`src/rtl/idpr_pkg.sv`:
```
`timescale 1ns / 1ps
// ----------------------------------------------------------------------------
// idpr_pkg: shared types and constants
// Register codes, controller states and the bundles passed between the
// configuration block, the controller and the datapath.
// ----------------------------------------------------------------------------
package idpr_pkg;

    localparam int APB_AW = 4;
    localparam int APB_DW = 32;

    // Register index codes (byte address bits [3:2]).
    localparam logic [1:0] REG_OUTPUT_OFFSET = 2'd0;
    localparam logic [1:0] REG_INPUT_OFFSET  = 2'd1;
    localparam logic [1:0] REG_CLAMP_LOW     = 2'd2;
    localparam logic [1:0] REG_CLAMP_HIGH    = 2'd3;

    typedef enum logic [2:0] {
        S_IDLE,
        S_BIAS,
        S_MUL,
        S_RND,
        S_SHR,
        S_CLAMP
    } t_state;

    typedef struct packed {
        logic signed [7:0] output_offset;
        logic signed [8:0] input_offset;
        logic signed [7:0] clamp_low;
        logic signed [7:0] clamp_high;
    } t_cfg;

    typedef struct packed {
        logic mac;        // add the product of the transferred pair
        logic capture;    // latch bias, multiplier and shift of a last element
        logic bias_shift; // add bias, apply left shift, clear accumulator
        logic mul;        // full 32x32 product
        logic rnd;        // rounding doubling high half
        logic shr;        // rounding right shift
        logic load_out;   // offset, clamp and load the output register
    } t_dp_cmd;

endpackage

```
`src/rtl/idpr_cfg.sv`:
```
`timescale 1ns / 1ps
// ----------------------------------------------------------------------------
// idpr_cfg: configuration registers
// APB-style register file holding the offsets and the clamp bounds.
// ----------------------------------------------------------------------------
module idpr_cfg (
    input  logic                       i_clk,
    input  logic                       i_rst_n,
    input  logic                       psel,
    input  logic                       penable,
    input  logic                       pwrite,
    input  logic [idpr_pkg::APB_AW-1:0] paddr,
    input  logic [idpr_pkg::APB_DW-1:0] pwdata,
    output logic [idpr_pkg::APB_DW-1:0] prdata,
    output idpr_pkg::t_cfg             o_cfg
);
    import idpr_pkg::*;

    t_cfg       r_cfg;
    logic       wr_en;
    logic [1:0] reg_idx;

    assign wr_en   = psel & penable & pwrite;
    assign reg_idx = paddr[3:2];

    always_ff @(posedge i_clk) begin
        if (!i_rst_n) begin
            r_cfg.output_offset <= 8'sd0;
            r_cfg.input_offset  <= 9'sd0;
            r_cfg.clamp_low     <= -8'sd128;
            r_cfg.clamp_high    <= 8'sd127;
        end else if (wr_en) begin
            unique case (reg_idx)
                REG_OUTPUT_OFFSET: r_cfg.output_offset <= pwdata[7:0];
                REG_INPUT_OFFSET:  r_cfg.input_offset  <= pwdata[8:0];
                REG_CLAMP_LOW:     r_cfg.clamp_low     <= pwdata[7:0];
                REG_CLAMP_HIGH:    r_cfg.clamp_high    <= pwdata[7:0];
                default: ;
            endcase
        end
    end

    always_comb begin
        unique case (reg_idx)
            REG_OUTPUT_OFFSET: prdata = {{24{r_cfg.output_offset[7]}}, r_cfg.output_offset};
            REG_INPUT_OFFSET:  prdata = {{23{r_cfg.input_offset[8]}}, r_cfg.input_offset};
            REG_CLAMP_LOW:     prdata = {{24{r_cfg.clamp_low[7]}}, r_cfg.clamp_low};
            REG_CLAMP_HIGH:    prdata = {{24{r_cfg.clamp_high[7]}}, r_cfg.clamp_high};
            default:           prdata = '0;
        endcase
    end

    assign o_cfg = r_cfg;

endmodule

```
`src/rtl/idpr_ctrl.sv`:
```
`timescale 1ns / 1ps
// ----------------------------------------------------------------------------
// idpr_ctrl: sequence controller
// Accepts elements, steps the requantize stages after a last element and
// owns the output valid flag.
// ----------------------------------------------------------------------------
module idpr_ctrl (
    input  logic                i_clk,
    input  logic                i_rst_n,
    input  logic                i_in_valid,
    input  logic                i_in_last,
    input  logic                i_out_ready,
    output logic                o_in_ready,
    output logic                o_out_valid,
    output idpr_pkg::t_dp_cmd   o_cmd
);
    import idpr_pkg::*;

    t_state r_state;
    t_state n_state;
    logic   r_out_valid;
    logic   n_out_valid;
    logic   in_xfer;
    logic   out_free;

    assign o_in_ready = (r_state == S_IDLE);
    assign in_xfer    = i_in_valid & o_in_ready;
    assign out_free   = ~r_out_valid | i_out_ready;

    always_ff @(posedge i_clk) begin
        if (!i_rst_n) begin
            r_state     <= S_IDLE;
            r_out_valid <= 1'b0;
        end else begin
            r_state     <= n_state;
            r_out_valid <= n_out_valid;
        end
    end

    // Next state.
    always_comb begin
        n_state = r_state;
        unique case (r_state)
            S_IDLE:  if (in_xfer && i_in_last) n_state = S_BIAS;
            S_BIAS:  n_state = S_MUL;
            S_MUL:   n_state = S_RND;
            S_RND:   n_state = S_SHR;
            S_SHR:   n_state = S_CLAMP;
            S_CLAMP: if (out_free) n_state = S_IDLE;
            default: n_state = S_IDLE;
        endcase
    end

    // Commands to the datapath.
    always_comb begin
        o_cmd = '0;
        unique case (r_state)
            S_IDLE: begin
                o_cmd.mac     = in_xfer;
                o_cmd.capture = in_xfer & i_in_last;
            end
            S_BIAS:  o_cmd.bias_shift = 1'b1;
            S_MUL:   o_cmd.mul        = 1'b1;
            S_RND:   o_cmd.rnd        = 1'b1;
            S_SHR:   o_cmd.shr        = 1'b1;
            S_CLAMP: o_cmd.load_out   = out_free;
            default: o_cmd = '0;
        endcase
    end

    always_comb begin
        if (o_cmd.load_out) begin
            n_out_valid = 1'b1;
        end else if (i_out_ready) begin
            n_out_valid = 1'b0;
        end else begin
            n_out_valid = r_out_valid;
        end
    end

    assign o_out_valid = r_out_valid;

endmodule

```
`src/rtl/idpr_dp.sv`:
```
`timescale 1ns / 1ps
// ----------------------------------------------------------------------------
// idpr_dp: multiply-accumulate and requantize datapath
// One MAC per element, then bias, shift, doubling high multiply, rounding
// shift, offset and clamp, one stage per command.
// ----------------------------------------------------------------------------
module idpr_dp (
    input  logic                     i_clk,
    input  logic                     i_rst_n,
    input  idpr_pkg::t_dp_cmd        i_cmd,
    input  idpr_pkg::t_cfg           i_cfg,
    input  logic signed [7:0]        i_weight,
    input  logic signed [7:0]        i_activation,
    input  logic signed [31:0]       i_bias,
    input  logic signed [31:0]       i_multiplier,
    input  logic signed [5:0]        i_shift,
    output logic signed [7:0]        o_result
);
    import idpr_pkg::*;

    logic        [31:0] r_acc;
    logic        [31:0] r_bias;
    logic signed [31:0] r_mult;
    logic signed [5:0]  r_shift;
    logic signed [31:0] r_val;
    logic               r_sat;
    logic signed [63:0] r_prod;
    logic signed [31:0] r_high;
    logic signed [32:0] r_shr;
    logic signed [7:0]  r_result;

    logic signed [9:0]  act_off;
    logic signed [17:0] mac_prod;
    logic        [31:0] acc_sum;
    logic        [4:0]  left_amt;
    logic        [31:0] biased;
    logic signed [63:0] prod_nudged;
    logic        [5:0]  right_amt;
    logic        [32:0] rs_mask;
    logic        [32:0] rs_rem;
    logic        [32:0] rs_thr;
    logic signed [32:0] rs_floor;
    logic signed [33:0] off_sum;
    logic signed [33:0] lo_bound;
    logic signed [33:0] hi_bound;
    logic signed [33:0] lo_clamped;
    logic signed [33:0] clamped;

    // Multiply-accumulate, wrapping modulo 2^32.
    assign act_off  = {{2{i_activation[7]}}, i_activation} +
                      {i_cfg.input_offset[8], i_cfg.input_offset};
    assign mac_prod = i_weight * act_off;
    assign acc_sum  = r_acc + {{14{mac_prod[17]}}, mac_prod};

    // Bias and left shift for a positive shift amount.
    assign left_amt = r_shift[5] ? 5'd0 : r_shift[4:0];
    assign biased   = r_acc + r_bias;

    // Truncation toward zero of (p + nudge) / 2^31 reduces to (p + 2^30) >>> 31
    // for both sign cases of the nudge.
    assign prod_nudged = r_prod + 64'sd1073741824;

    // Rounding right shift by 0 to 32 for a non-positive shift amount.
    assign right_amt = r_shift[5] ? (~r_shift + 6'd1) : 6'd0;
    assign rs_mask   = (33'd1 << right_amt) - 33'd1;
    assign rs_rem    = {r_high[31], r_high} & rs_mask;
    assign rs_thr    = (rs_mask >> 1) + {32'd0, r_high[31]};
    assign rs_floor  = $signed({r_high[31], r_high}) >>> right_amt;

    // Output offset at full precision, lower bound first, upper bound second.
    assign off_sum    = {r_shr[32], r_shr} +
                        {{26{i_cfg.output_offset[7]}}, i_cfg.output_offset};
    assign lo_bound   = {{26{i_cfg.clamp_low[7]}}, i_cfg.clamp_low};
    assign hi_bound   = {{26{i_cfg.clamp_high[7]}}, i_cfg.clamp_high};
    assign lo_clamped = (off_sum < lo_bound) ? lo_bound : off_sum;
    assign clamped    = (lo_clamped > hi_bound) ? hi_bound : lo_clamped;

    always_ff @(posedge i_clk) begin
        if (!i_rst_n) begin
            r_acc <= '0;
        end else if (i_cmd.mac) begin
            r_acc <= acc_sum;
        end else if (i_cmd.bias_shift) begin
            r_acc <= '0;
        end
    end

    always_ff @(posedge i_clk) begin
        if (i_cmd.capture) begin
            r_bias  <= i_bias;
            r_mult  <= i_multiplier;
            r_shift <= i_shift;
        end
        if (i_cmd.bias_shift) begin
            r_val <= biased << left_amt;
        end
        if (i_cmd.mul) begin
            r_prod <= r_val * r_mult;
            r_sat  <= (r_val == 32'sh80000000) && (r_mult == 32'sh80000000);
        end
        if (i_cmd.rnd) begin
            r_high <= r_sat ? 32'sh7FFFFFFF : prod_nudged[62:31];
        end
        if (i_cmd.shr) begin
            r_shr <= rs_floor + {32'd0, (rs_rem > rs_thr)};
        end
        if (i_cmd.load_out) begin
            r_result <= clamped[7:0];
        end
    end

    assign o_result = r_result;

endmodule

```
`src/rtl/int8_dot_product_requantize.sv`:
```
`timescale 1ns / 1ps
// ----------------------------------------------------------------------------
// int8_dot_product_requantize: int8 dot product with per-channel requantize
// Accumulates weight * (activation + input offset) and, on the last element,
// adds bias, requantizes, offsets and clamps to one int8 result.
// ----------------------------------------------------------------------------
// Usage:
// The input channel (i_in_valid / o_in_ready) carries one weight and
// activation pair per transfer, plus the channel's bias, multiplier and
// shift, which are only looked at when i_last_element is set. The output
// channel (o_out_valid / i_out_ready) carries one int8 result per dot product.
// An element that is not last leaves the controller idle, so a dot product
// streams at one pair per clock through the single 8x10 multiply-accumulate.
// A last element holds the input off while the
// controller walks the requantize stages (bias and shift, 32x32 multiply,
// rounding high half, rounding right shift, offset and clamp); the result
// is loaded into the output register in the clamp stage, and each stage is
// one register apart.
// The result sits in an output register, so the next dot product starts
// while the result still waits; if the receiver stalls and a second result
// is ready, the block stays in its clamp stage until the register frees.
// Reset clears the accumulator, the output valid flag and the registers to
// their defaults. The user must write configuration over the APB-style port
// only while the block is idle (not enforced here); pready is always high.
// ----------------------------------------------------------------------------
module int8_dot_product_requantize (
    input  logic                         i_clk,
    input  logic                         i_rst_n,
    // Configuration port.
    input  logic                         psel,
    input  logic                         penable,
    input  logic                         pwrite,
    input  logic [idpr_pkg::APB_AW-1:0]  paddr,
    input  logic [idpr_pkg::APB_DW-1:0]  pwdata,
    output logic [idpr_pkg::APB_DW-1:0]  prdata,
    output logic                         pready,
    // Input element channel.
    input  logic                         i_in_valid,
    output logic                         o_in_ready,
    input  logic signed [7:0]            i_weight,
    input  logic signed [7:0]            i_activation,
    input  logic signed [31:0]           i_bias,
    input  logic signed [31:0]           i_multiplier,
    input  logic signed [5:0]            i_shift,
    input  logic                         i_last_element,
    // Result channel.
    output logic                         o_out_valid,
    input  logic                         i_out_ready,
    output logic signed [7:0]            o_result
);
    import idpr_pkg::*;

    t_cfg    cfg;
    t_dp_cmd cmd;

    // The register file never inserts wait states.
    assign pready = 1'b1;

    idpr_cfg u_cfg (
        .i_clk   (i_clk),
        .i_rst_n (i_rst_n),
        .psel    (psel),
        .penable (penable),
        .pwrite  (pwrite),
        .paddr   (paddr),
        .pwdata  (pwdata),
        .prdata  (prdata),
        .o_cfg   (cfg)
    );

    // The controller decides which stage runs in each cycle; the datapath
    // only follows its commands.
    idpr_ctrl u_ctrl (
        .i_clk       (i_clk),
        .i_rst_n     (i_rst_n),
        .i_in_valid  (i_in_valid),
        .i_in_last   (i_last_element),
        .i_out_ready (i_out_ready),
        .o_in_ready  (o_in_ready),
        .o_out_valid (o_out_valid),
        .o_cmd       (cmd)
    );

    idpr_dp u_dp (
        .i_clk        (i_clk),
        .i_rst_n      (i_rst_n),
        .i_cmd        (cmd),
        .i_cfg        (cfg),
        .i_weight     (i_weight),
        .i_activation (i_activation),
        .i_bias       (i_bias),
        .i_multiplier (i_multiplier),
        .i_shift      (i_shift),
        .o_result     (o_result)
    );

endmodule

```
`config.mk`:
```
export PLATFORM = sky130hd
export DESIGN_NAME = int8_dot_product_requantize
export DESIGN_NICKNAME = d
export VERILOG_FILES = /design/src/rtl/idpr_pkg.sv /design/src/rtl/idpr_cfg.sv /design/src/rtl/idpr_ctrl.sv /design/src/rtl/idpr_dp.sv /design/src/rtl/int8_dot_product_requantize.sv
export SDC_FILE = /design/constraint.sdc
export NUM_CORES = 2
export LEC_CHECK = 0
export ABC_AREA = 1
export BUFFER_PORTS_ARGS = -buffer_cell sky130_fd_sc_hd__buf_2
export CELL_PAD_IN_SITES_DETAIL_PLACEMENT = 0
export CELL_PAD_IN_SITES_GLOBAL_PLACEMENT = 1
export CORE_ASPECT_RATIO = 1.2
export CORE_MARGIN = 8
export CORE_UTILIZATION = 25
export CTS_BUF_LIST = sky130_fd_sc_hd__clkbuf_4
export CTS_CLUSTER_SIZE = 14
export DETAILED_ROUTE_END_ITERATION = 10
export PLACE_DENSITY = 0.51
export SYNTH_ARGS = -nofsm -noshare
export SYNTH_HDL_FRONTEND = slang
export SYNTH_HIERARCHICAL = 1
export SYNTH_SLANG_ARGS = --single-unit
```
`constraint.sdc`:
```
create_clock -name i_clk -period 9.8 [get_ports i_clk]
set_input_delay 1.47 -clock i_clk [delete_from_list [all_inputs] [get_ports i_clk]]
set_output_delay 1.47 -clock i_clk [all_outputs]
set_load 0.01 [all_outputs]
```
### Word level (Yosys, flattened, before mapping)

Index checks and enable logic that the tools add are counted.
W data, S select, Z words.

* flip-flop bits (word level): 308
* bits of input ports: 130
* output and inout bits: 43
* word-level logic and storage cells: 82

* add/subtract/negate cells: 9
* multiply operators: 2
* $lt $le $gt $ge: 3
* eq/ne operators: 12
* shift-type cells: 3
* multiplexer cells: 18
* bitwise operators: 8
* reductions and logical operators: 11

Operators with widths (count)
* $pmux W32 S4: 1
* $add A32 B32 Y32: 2
* $eq A32 B32 Y1 const B: 2
* $mux W32: 2
* $add A63 B32 Y63 const B: 1
* $mul A32 B32 Y63: 1
* $add A33 B8 Y34: 1
* $gt A34 B8 Y1: 1
* $lt A34 B8 Y1: 1
* $mux W34: 1
* $add A32 B1 Y33: 1
* $add A33 B1 Y33: 1
* $and A33 B33 Y33: 1
* $gt A33 B33 Y1: 1
* $shl A1 B6 Y33 const A: 1
* $sshr A32 B6 Y33: 1
* $sub A33 B1 Y33 const B: 1
* $shl A32 B5 Y32: 1
* $mul A8 B10 Y18: 1
* $pmux W3 S6: 1
* $add A8 B9 Y10: 1
* $reduce_and A2 Y1: 5
* $mux W8: 1
* $mux W1: 7
* other kinds (20): 29

### Depth between registers and ports, before layout

* depth in word-level cells: 8
* depth in mapped cells: 44
* mapped depth without buffers: 44

### Hierarchy

The synthesis kept the hierarchy.

By module, submodules not included
* idpr_dp: times used 1, cells an instance 8469, area an instance 63586.0 sq um, seq. area each 6916.6 sq um
* idpr_cfg: times used 1, cells an instance 259, area an instance 1721.7 sq um, seq. area each 660.6 sq um
* idpr_ctrl: times used 1, cells an instance 39, area an instance 241.5 sq um, seq. area each 80.1 sq um
* int8_dot_product_requantize: times used 1, cells an instance 2, area an instance 11.3 sq um, seq. area each 0.0 sq um

### Worst setup path before layout

No wires, ideal clock.

* kind: in2reg
* from: input i_activation[0]
* to: register u_dp.r_acc[26]
* setup time: 0.070 ns
* arrival: 8.013 ns
* data required time: 9.730 ns
* setup slack: 1.716 ns
* stages: 44
* buffers on the path: 0
* cells stage by stage: ha_1 > inv_1 > fa_1 > o211a_1 > inv_1 > a21oi_1 > o21bai_1 > nand2_1 > nand2_1 > a21oi_1 > xor2_1 > inv_1 > nand2_1 > fa_1 > inv_1 > fa_1 > fa_1 > inv_1 > (+8 left out) > nand2_1 > nand2_1 > nand2_1 > a21oi_1 > xor2_1 > inv_1 > ha_1 > a21oi_1 > o21ai_0 > a21oi_1 > nand3_1 > nand2_1 > nand2_1 > nand2_1 > nand2_1 > a21boi_0 > o21ai_0 > a21oi_1

* word-level cells in the longest chain between the ends: 4

RTL lines
* start, declared: RTL line int8_dot_product_requantize.sv:41 `input logic signed [7:0] i_activation,`
* $add A8 B9 Y10: RTL line idpr_dp.sv:50 `assign act_off = {{2{i_activation[7]}}, i_activation} +`
* $mul A8 B10 Y18: RTL line idpr_dp.sv:52 `assign mac_prod = i_weight * act_off;`
* $add A32 B32 Y32: RTL line idpr_dp.sv:53 `assign acc_sum = r_acc + {{14{mac_prod[17]}}, mac_prod};`
* $mux W32: RTL line idpr_dp.sv:81 `end else if (i_cmd.mac) begin`
* end signal, assigned: RTL line idpr_dp.sv:82 `r_acc <= acc_sum;`
* end, declared: RTL line idpr_dp.sv:21 `logic [31:0] r_acc;`

No other way between the ends.
A chain may end at the register's enable or synchronous reset.

### Worst setup path after layout

* from: register u_dp.r_val[31]
* to: register u_dp.r_prod[62], data pin

* word-level cells in the longest chain between the ends: 1

RTL lines
* start, declared: RTL line idpr_dp.sv:25 `logic signed [31:0] r_val;`
* start signal, assigned: RTL line idpr_dp.sv:95 `r_val <= biased << left_amt;`
* $mul A32 B32 Y63: RTL line idpr_dp.sv:98 `r_prod <= r_val * r_mult;`
* end signal, assigned: RTL line idpr_dp.sv:98
* end, declared: RTL line idpr_dp.sv:27 `logic signed [63:0] r_prod;`

No other way between the ends.

==> impl_metrics.env <==
export IMPL_critical_path_top_delay_family="adder cells"
export IMPL_grt_pass1_vias=59900
export IMPL_cp_start_kind="flop"
export IMPL_cp_max_fo=25
export IMPL_ys_seq_area_frac=0.117
export IMPL_cts_hold_buf=0
export IMPL_top_level_ports=173
export IMPL_grt_pass1_wl_microns=366000
export IMPL_fillers=28900
export IMPL_hp_class="flop to flop"
export IMPL_overflow=0
export IMPL_area_growth_pct=8.83
export IMPL_synthMuxAreaShare=0
export IMPL_synth_xor_xnor_area_share=0.0191
export IMPL_clock_skew_ps=105
export IMPL_drt_wl_total_microns=237000
export IMPL_die_w_microns=483
export IMPL_synth_top_area_cell="fa_1"
export IMPL_rows=206
export IMPL_post_cts_setup_buffers=0
export IMPL_ant_nets=0
export IMPL_ys_warn_count=6
export IMPL_drtIter0Drc=2622
export IMPL_final_cell_mix="nand2_1 (2305), inv_1 (2010), fa_1 (1143)"
export IMPL_fmax_mhz=114
export IMPL_h_tree_depth=3
export IMPL_clk_latency_ps=1020
export IMPL_fp_dieH_microns=577
export IMPL_cts_clk_slew_worst_paths_ps=60
export IMPL_syn_nets=10500
export IMPL_synth_simple_area_share=0.233
export IMPL_yosysTopAreaCellShare=0.349
export IMPL_min_path_cells=2
export IMPL_path_cells="buf_4 -> nand2_1 -> inv_1 -> fa_1 -> fa_1 -> fa_1 -> inv_1 -> fa_1 -> fa_1 -> fa_1 -> fa_1 -> fa_1 -> inv_1 -> ha_1 -> a21o_1 -> nor2_1 -> nor2_1 -> a2111oi_0 -> nand3_1 -> a31oi_1 -> xor2_1"
export IMPL_cap_violations=0
export IMPL_synth_top_family_by_area="adder cells"
export IMPL_antenna_found_initial=12
export IMPL_core_area_sq_um=262000
export IMPL_layout_commonest_cell="nand2_1"
export IMPL_grt_use_total=0.169
export IMPL_io_buffers=146
export IMPL_reg2reg_depth=21
export IMPL_ys_seq_elements=278
export IMPL_slew_headroom=0.250
export IMPL_grt_max_degree=62
export IMPL_gp_congestion=0.855
export IMPL_period_minus_slack_ps=8800
export IMPL_drc=0
export IMPL_vias=55200
export IMPL_avgSynthCellArea_sq_um=7.48
export IMPL_synth_compound_area_frac=0.0612
export IMPL_die_area_sq_um=279000
export IMPL_clockBufferDepth=3
export IMPL_crit_required_ps=10620
export IMPL_slowest_stage="edfxtp_1"
export IMPL_cts_tree="yes"
export IMPL_worstPathArrival_ps=9620
export IMPL_cts_resized=0
export IMPL_wl_per_cell_microns=19.3
export IMPL_cp_common_cell="fa_1"
export IMPL_root_buffer="clkbuf_4"
export IMPL_routed_via_density=4.50
export IMPL_dpl_hpwl_microns=200000
export IMPL_synthCells=8769
export IMPL_nets=10500
export IMPL_synth_area_top_cells="fa_1 (35%), nand2_1 (13%), inv_1 (12%)"
export IMPL_rsz0062_at_grt="false"
export IMPL_synth_async_reset_ratio=0
export IMPL_path_buf_inv=4
export IMPL_cts_inserted_buffers=85
export IMPL_hold_viol_final=0
export IMPL_setup_viol=0
export IMPL_initial_utilization=0.251
export IMPL_synth_edf_count=209
export IMPL_fin_crit_sh=0.898
export IMPL_clock_sinks=278
export IMPL_status="completed"
export IMPL_synthAdderAreaFrac=0.430
export IMPL_path_class="flop to flop"
export IMPL_syn_cell_area_sq_um=65600
export IMPL_synth_cell_type_count=57
export IMPL_tns_ps=0
export IMPL_worst_pin_slew_ps=1120
export IMPL_crit_cells=21
export IMPL_drv_slew=0
export IMPL_ys_flop_type="edfxtp_1"
export IMPL_drive_above_1_share=0.0649
export IMPL_cp_end_kind="flop"
export IMPL_cp_slowest_stage_delay_ps=780
export IMPL_first_pass_iters=6
[cell type report]
class	count	area (sq um)	area share
multi-input cells	6092	48700	0.683
clock buffers	116	871	0.0122
flip-flops and latches	278	7660	0.107
repair buffers	292	1890	0.0265
well taps	3432	4290	0.0602
inverters	2026	7600	0.107
clock inverters	40	269	0.00377
diodes	8	20.0	0.000281
[logic make-up (layout without fill, tap and decap cells)]
| group | Yosys count | count (layout) |
|---|---|---|
| AOI/OAI and AO/OA | 718 | 718 |
| xor gates and xnor gates | 143 | 143 |
| adders and majority gates | 1566 | 1566 |
| buffers and inverters | 2399 | 2474 |
| DFF | 278 | 278 |
| other | 1 | 9 |
| and+or+nand+nor | 3664 | 3664 |
[synth_stat cells, types with 53 or more instances]
cell type / number
ha_1: 423
nand4_1: 66
edfxtp_1: 209
nor3_1: 58
dfxtp_1: 69
nand2_1: 2305
nor2_1: 524
o21ai_0: 227
xor2_1: 93
a21oi_1: 307
inv_1: 2010
or2_2: 53
fa_1: 1143
nand3_1: 531
clkbuf_1: 300
[worst min-delay path, stage by stage (launching register included)]
cell and delay, ps:
dfxtp_1 330, nand2_1 70, a21oi_1 50
[per-stage QoR]
step	setup WS [ps]	instance area [sq um]	std cells	hold WS [ps]	util
global route	441	71300	12300	479	0.273
global placement	503	70200	12100	491	0.268
floorplan	1720	65600	8769	463	-
finish	1000	71300	12300	498	0.273
CTS	921	71300	12300	426	0.273
detailed placement	672	70200	12100	494	0.268
[registers in the layout (all words and copies together) (netlist names), 8 cells and up]
signal         count
u_dp/r_val        32
u_dp/r_high       32
u_cfg/o_cfg       33
u_dp/r_prod       33
u_dp/o_result      8
u_dp/r_shr        33
u_dp/r_acc        32
u_dp/r_mult       32
u_dp/r_bias       32
[worst paths after layout]
| kind | from | to | slack (ps) |
|---|---|---|---|
| worst max-delay path | u_dp/r_val[31] | u_dp/r_prod[62] | 1000 |
| worst min-delay path | u_dp/r_acc[5] | u_dp/r_acc[5] | 500 |
| worst max register to register | u_dp/r_val[31] | u_dp/r_prod[62] | 1000 |
| worst min register to register | u_dp/r_acc[5] | u_dp/r_acc[5] | 500 |
[metal layers]
layer / wire length, microns / share of wire / GRT usage / vias up
met5: 0 / 0 / 0 / -
met4: 6670 / 0.028 / 0.0432 / 0
met3: 7170 / 0.030 / 0.0161 / 277
met2: 121000 / 0.51 / 0.314 / 1015
met1: 101000 / 0.43 / 0.208 / 27500
li1: - / - / - / 26500
Power is not shown: default switching activity piles up to over one toggle a cycle in this logic, so the estimate is an artifact.
